### src/sv/rmj_pkg.sv
// Shared types, constants and the output clamp for the radar measurement Jacobian.
package rmj_pkg;

    localparam int QW         = 32;              // quotient / root width
    localparam int PIPE_STEPS = 2;               // iterations per register stage
    localparam int PIPE_NSTG  = QW / PIPE_STEPS;
    localparam int PIPE_LAT   = PIPE_NSTG + 1;   // entry register plus iteration stages

    localparam logic [15:0] THRESH_RESET = 16'd7;

    typedef struct packed {
        logic signed [31:0] pos_x;
        logic signed [31:0] pos_y;
        logic signed [31:0] vel_x;
        logic signed [31:0] vel_y;
    } rmj_track_t;

    typedef struct packed {
        logic signed [31:0] d_range_d_x;
        logic signed [31:0] d_range_d_y;
        logic signed [31:0] d_bearing_d_x;
        logic signed [31:0] d_bearing_d_y;
        logic signed [31:0] d_rate_d_x;
        logic signed [31:0] d_rate_d_y;
        logic               origin_flag;
        logic               saturated_flag;
    } rmj_jac_t;

    typedef struct packed {
        logic x_neg;
        logic y_neg;
        logic y_pos;
        logic c_neg;
    } rmj_sign_t;

    typedef struct packed {
        logic [31:0] val;
        logic        sat;
    } rmj_clamp_t;

    // Apply sign to an unsigned quotient and clamp to the 32-bit signed range.
    function automatic rmj_clamp_t rmj_clamp(input logic neg, input logic [31:0] q,
                                             input logic ovf);
        rmj_clamp_t  res;
        logic [31:0] lim;
        logic [31:0] mag;
        lim     = neg ? 32'h8000_0000 : 32'h7fff_ffff;
        res.sat = ovf || (q > lim);
        mag     = res.sat ? lim : q;
        res.val = neg ? (32'd0 - mag) : mag;
        return res;
    endfunction

endpackage

### src/sv/rmj_sqrt.sv
// Pipelined 64-bit integer square root, PIPE_STEPS bit-pair iterations per stage.
module rmj_sqrt
    import rmj_pkg::*;
(
    input  logic        clk,
    input  logic [63:0] s,
    output logic [31:0] r
);

    logic [63:0] op_reg  [PIPE_NSTG+1];
    logic [63:0] res_reg [PIPE_NSTG+1];

    always_ff @(posedge clk)
    begin
        op_reg[0]  <= s;
        res_reg[0] <= '0;
    end

    for (genvar g = 0; g < PIPE_NSTG; g++) begin : g_stg
        logic [63:0] op_v;
        logic [63:0] res_v;
        logic [63:0] one_v;

        always_comb
        begin
            op_v  = op_reg[g];
            res_v = res_reg[g];
            one_v = '0;
            for (int k = 0; k < PIPE_STEPS; k++) begin
                one_v = 64'd1 << (62 - 2 * (g * PIPE_STEPS + k));
                if (op_v >= res_v + one_v) begin
                    op_v  = op_v - (res_v + one_v);
                    res_v = (res_v >> 1) + one_v;
                end else begin
                    res_v = res_v >> 1;
                end
            end
        end

        always_ff @(posedge clk)
        begin
            op_reg[g+1]  <= op_v;
            res_reg[g+1] <= res_v;
        end
    end

    assign r = res_reg[PIPE_NSTG][31:0];

endmodule

### config.mk
export PLATFORM = sky130hd
export DESIGN_NAME = rmj_sqrt
export DESIGN_NICKNAME = d
export VERILOG_FILES = /design/src/sv/rmj_pkg.sv /design/src/sv/rmj_sqrt.sv
export SDC_FILE = /design/constraint.sdc
export NUM_CORES = 2
export LEC_CHECK = 0
export CORE_MARGIN = 2
export CORE_UTILIZATION = 50
export DETAILED_ROUTE_END_ITERATION = 16
export DONT_BUFFER_PORTS = 1
export GPL_TIMING_DRIVEN = 1
export PLACE_DENSITY = 0.65
export SLEW_MARGIN = 20
export SYNTH_ARGS = -nofsm -noshare
export SYNTH_HDL_FRONTEND = slang
export SYNTH_SLANG_ARGS = --single-unit
### constraint.sdc
create_clock -name clk -period 7.7 [get_ports clk]
set_input_delay 0 -clock clk [delete_from_list [all_inputs] [get_ports clk]]
set_output_delay 0 -clock clk [all_outputs]
set_load 0.02 [all_outputs]
After elaboration in Yosys (flattened, before gate mapping)
Memories as Yosys holds them, arrays and structs flattened.
Cells that the tools add are included.

storage, ports and cells
  RAM bits = 2176
  input port bits = 65
  output and inout bits = 32
  word-level logic and storage cells = 194
  bits in registers = 0
  memories = 2

cells by class
  $add $sub $neg = 96
  multiplexer cells = 64
  magnitude comparators = 32

memory list
  memory   words  width  read ports  clocked after memory_dff  write ports  RTL line        RTL
  op_reg   17     64     16          0                         17           rmj_sqrt.sv:10  logic [63:0] op_reg [PIPE_NSTG+1];
  res_reg  17     64     17          0                         17           rmj_sqrt.sv:11  logic [63:0] res_reg [PIPE_NSTG+1];

operators with widths
  operator                  number
  $mux W64                  64
  $ge A64 B64 Y1            32
  $sub A64 B64 Y64          32
  $add A63 B1 Y64 const B   1
  $add A63 B11 Y64 const B  1
  $add A63 B13 Y64 const B  1
  $add A63 B15 Y64 const B  1
  $add A63 B17 Y64 const B  1
  $add A63 B19 Y64 const B  1
  $add A63 B21 Y64 const B  1
  $add A63 B23 Y64 const B  1
  $add A63 B25 Y64 const B  1
  $add A63 B27 Y64 const B  1
  $add A63 B29 Y64 const B  1
  $add A63 B3 Y64 const B   1
  $add A63 B31 Y64 const B  1
  $add A63 B33 Y64 const B  1
  $add A63 B35 Y64 const B  1
  $add A63 B37 Y64 const B  1
  $add A63 B39 Y64 const B  1
  $add A63 B41 Y64 const B  1
  $add A63 B43 Y64 const B  1
  $add A63 B45 Y64 const B  1
  $add A63 B47 Y64 const B  1
  other kinds (43)          43

Depth between registers and ports, before layout
An unclocked memory read counts as a cell.

  depth in word-level cells = 7
  mapped depth = 31
  gate-level depth less buffers = 28

Worst setup path after synthesis
Ideal clock, no wire load.

  path kind = register to register
  start = memory res_reg[15][26], in the netlist res_reg[1][474]
  end = memory res_reg[16][0], in the netlist res_reg[2][0]
  buffers on the path = 3
  stages on the path, launching flop included = 30
  data arrival time = 6.010 ns
  period minus slack after synthesis = 6.144 ns
  data required time = 7.566 ns
  setup time = 0.134 ns
  path slack = 1.556 ns
  cells stage by stage = dfxtp_1 inv_1 ha_1 clkbuf_1 nand4_1 nor2_1 and4b_1 nand4_1 nor4_1 or4_1 or2_2 nor2_1 clkbuf_1 clkbuf_1 nand2_1 o21ai_0 ha_1 a21o_1 a21o_1 a21o_1 a21o_1 a21o_1 a21o_1 a21o_1 a221o_1 a221oi_1 nand4_1 a311oi_1 nand3_1 or4_1

RTL lines
  item             RTL line
  start, declared  rmj_sqrt.sv:11

==> flow_summary.yaml <==
placed_design:
  numPortBuffers: 0
  dp_cells: 10300
  gp_congestion: 0.986
  dp.final_hpwl_um: 167000
  post-place-ws_ps: 746
synthesis:
  synth_top_family_by_area: "simple AND/OR/NAND/NOR gates"
  muxShareOfSynthArea_pct: 1.51
  async_flop_share_pct: 0
  netlist_top_cells_area: "dfxtp_1 36%, ha_1 9.9%, xnor2_1 6.2%"
  synth_flop_cell: "dfxtp_1"
  syn_inst: 8629
  ys_seq_area_share_pct: 35.7
  synth_cell_types: 103
  synth-compound-area-share_pct: 18.1
  synth_common_cells: "1296 x dfxtp_1, 732 x nor2_1, 716 x nand2_1"
  avgSynthCellArea_um2: 8.43
  synth_nets: 9267
  yosysWarnings: 0
  synth_adder_area_share_pct: 9.85
  mappedNetlistArea_mm2: 0.0728
  yosys.area_share.xor_xnor_pct: 9.79
  ys_ff_latch: 1296
  synthSimpleGateAreaFrac_pct: 20.9
  synth_top_area_share_pct: 35.7
  synth_edf_count: 0
  synth.most_common_cell: "dfxtp_1"
  synth_top_area_cell: "dfxtp_1"
route:
  first_iter_violations: 5112
  drcViolationCount: 0
  vias_per_cell: 5.88
  via_count: 63100
  antenna_left: 0
  routedWlPerCell_um: 19.7
  drt_first_pass_iters: 8
  routed_wl_um: 211000
min_path:
  min_from: "s[48]"
  hp-class: "in -> reg"
sta:
  hold_violations: 0
  clock_skew_ps: 53.7
  maxSlewViolCount: 0
  setup_slack_ps: 590
  min_period_over_period_pct: 92.3
  setup_viol: 0
  tightest_slew_ps: 1040
  grt_setup_unrepaired: "false"
  max_freq_ghz: 0.141
  layout_min_cycle_time_ps: 7110
  tns_ps: 0
  slew_headroom_pct: 30.3
die:
  die_h_um: 385
  die-area_mm2: 0.149
  start_util_pct: 50.5
  io_pins: 97
  core-area_mm2: 0.144
  num_rows: 139
  die_w_um: 385
worst_setup_path:
  setup.worst_path.start: "res_reg[1][339]"
  arrival_ps: 7730
  cp-start-kind: "flip-flop"
  cpPeakStageDelay_ps: 640
  timing.rr.start: "res_reg[1][339]"
  crit_required_ps: 8320
  crit_path_cell_trace: "inv_1, ha_1, a21oi_1, o21ai_0, a221oi_1, o211ai_1, a21o_1, inv_2, buf_4, o21ai_0, ha_1, nand4_1, or4_1, nor4_1, buf_4, nand2_1, and4b_1, nand2_1, buf_12, mux2_2"
  end_kind: "flip-flop"
  crit_slowest_cell: "or4_1"
  path_buf_inv: 5
  critPathMaxFanout: 48
  crit_family: "compound AO/OA/AOI/OAI gates"
  critPathKind: "reg -> reg"
outcome:
  status: "finished clean"
global_route:
  grt_overflow: 0
  grt_use_total_pct: 27.5
  grt_pass1_vias: 60500
  grt_max_degree: 60
  grt_pass1_wl_um: 329000
  antenna_found_initial: 1
clock_network:
  insertion_delay_ps: 780
  cts.clk_slew.worst_paths_ps: 70
  htreeDepth: 4
  cts_resized: 0
  holdBufCountCts: 128
  cts_buffers: 140
  cts_setup_buffers: 0
  cts.sinks: 1296
  clockRootBuffer: "clkbuf_16"
  clock_path_buffers: 3
  cts_tree: "yes"
final_layout:
  nNetsFinal: 9345
  drive_gt1_share_pct: 5.77
  antenna_cells: 0
  largest_register_ffs: 1024
  final_cells: 10700
  area_delta_synth_final_pct: 11.3
pwr:
  vdd_drop_max_mv: 0.317
  p_sw_mw: 12.8
  p_sw_share_pct: 41.3
  pwr-share-clk_pct: 23.3
  sequentialPowerShare_pct: 31.7
  p_comb_share_pct: 45.0
  p_leak_nw: 35.9
  total_power_mw: 30.9
  power_density_mw_per_mm2: 381
  p_int_mw: 18.1
flow_run:
  cap_violations: 0
-- layer usage --
layer | part of all wire [%] | track usage [%]
met3 | 5.7 | 3.92
met5 | 0 | 0
met2 | 47 | 47.2
met1 | 44 | 35.6
met4 | 3.1 | 8.72
-- final cells by class --
cell class / count / area (µm²)
Multi-Input combinational cell: 6561 / 43800
Timing Repair Buffer: 198 / 1860
Clock inverter: 71 / 1150
Inverter: 510 / 1930
Fill cell: 13100 / 63000
Tap cell: 1903 / 2380
Sequential cell: 1296 / 25900
Clock buffer: 179 / 3900
-- through the flow --
step                      cell area, µm²  hold WS (ps)  util [%]
final                              81000           294      56.3
after global routing               81000           260      56.3
after CTS                          81000           227      56.2
after detailed placement           74600          27.8      51.8
after global placement             74600          27.8      51.8
after floorplan                    72800          27.7         -
-- power groups by stage --
stage / clock network [mW] / registers (mW) / logic (mW)
final: 7.20 / 9.80 / 13.9
after global routing: 7.63 / 9.93 / 15.4
after CTS: 7.32 / 9.77 / 13.7
after detailed placement: 0 / 9.91 / 13.5
after global placement: 0 / 9.91 / 13.4
after floorplan: 0 / 9.14 / 10.8
-- cell usage in the layout (no fill, tap or decap), types with 44 or more instances in the layout --
| cell type | synthesis | routed |
|---|---|---|
| nand4_1 | 174 | 174 |
| nand3_1 | 223 | 223 |
| dfxtp_1 | 1296 | 1296 |
| and3_1 | 62 | 61 |
| o21ai_0 | 427 | 427 |
| buf_4 | 8 | 65 |
| or2_2 | 58 | 58 |
| a211oi_1 | 55 | 55 |
| nor3_1 | 208 | 208 |
| and2_1 | 60 | 60 |
| nor2_1 | 732 | 731 |
| nand2b_1 | 85 | 85 |
| a31oi_1 | 74 | 74 |
| o21bai_1 | 63 | 63 |
| dlygate4sd3_1 | 0 | 128 |
| a21o_1 | 248 | 248 |
| xnor2_1 | 515 | 515 |
| ha_1 | 573 | 573 |
| or4_1 | 53 | 53 |
| inv_1 | 502 | 502 |
| mux2_2 | 72 | 72 |
| xor2_1 | 296 | 296 |
| or3_1 | 118 | 118 |
| nand2_1 | 716 | 716 |
| clkbuf_16 | 0 | 142 |
| nor4_1 | 236 | 236 |
| o211ai_1 | 44 | 44 |
| o31ai_1 | 63 | 63 |
| nor2b_1 | 83 | 83 |
| a21oi_1 | 668 | 668 |
| o21a_1 | 89 | 89 |
-- cell families (layout without fill, tap and decap cells) --
logic type	after synthesis	count (layout)
buf+inv	772	958
mux	100	100
fa+ha+maj	573	573
xor+xnor	812	812
compound gates	2070	2070
simple gates	3006	3006
flops	1296	1296
-- path summary, 6_finish.rpt --
kind                          to  slack [ps]  cells after the start
hold / removal     op_reg[0][48]         290                      2
setup / recovery  op_reg[0][915]         590                     20
setup reg to reg  op_reg[0][915]         590                     20
hold reg to reg   op_reg[0][781]         320                      0
(Power assumes the default switching activity.)
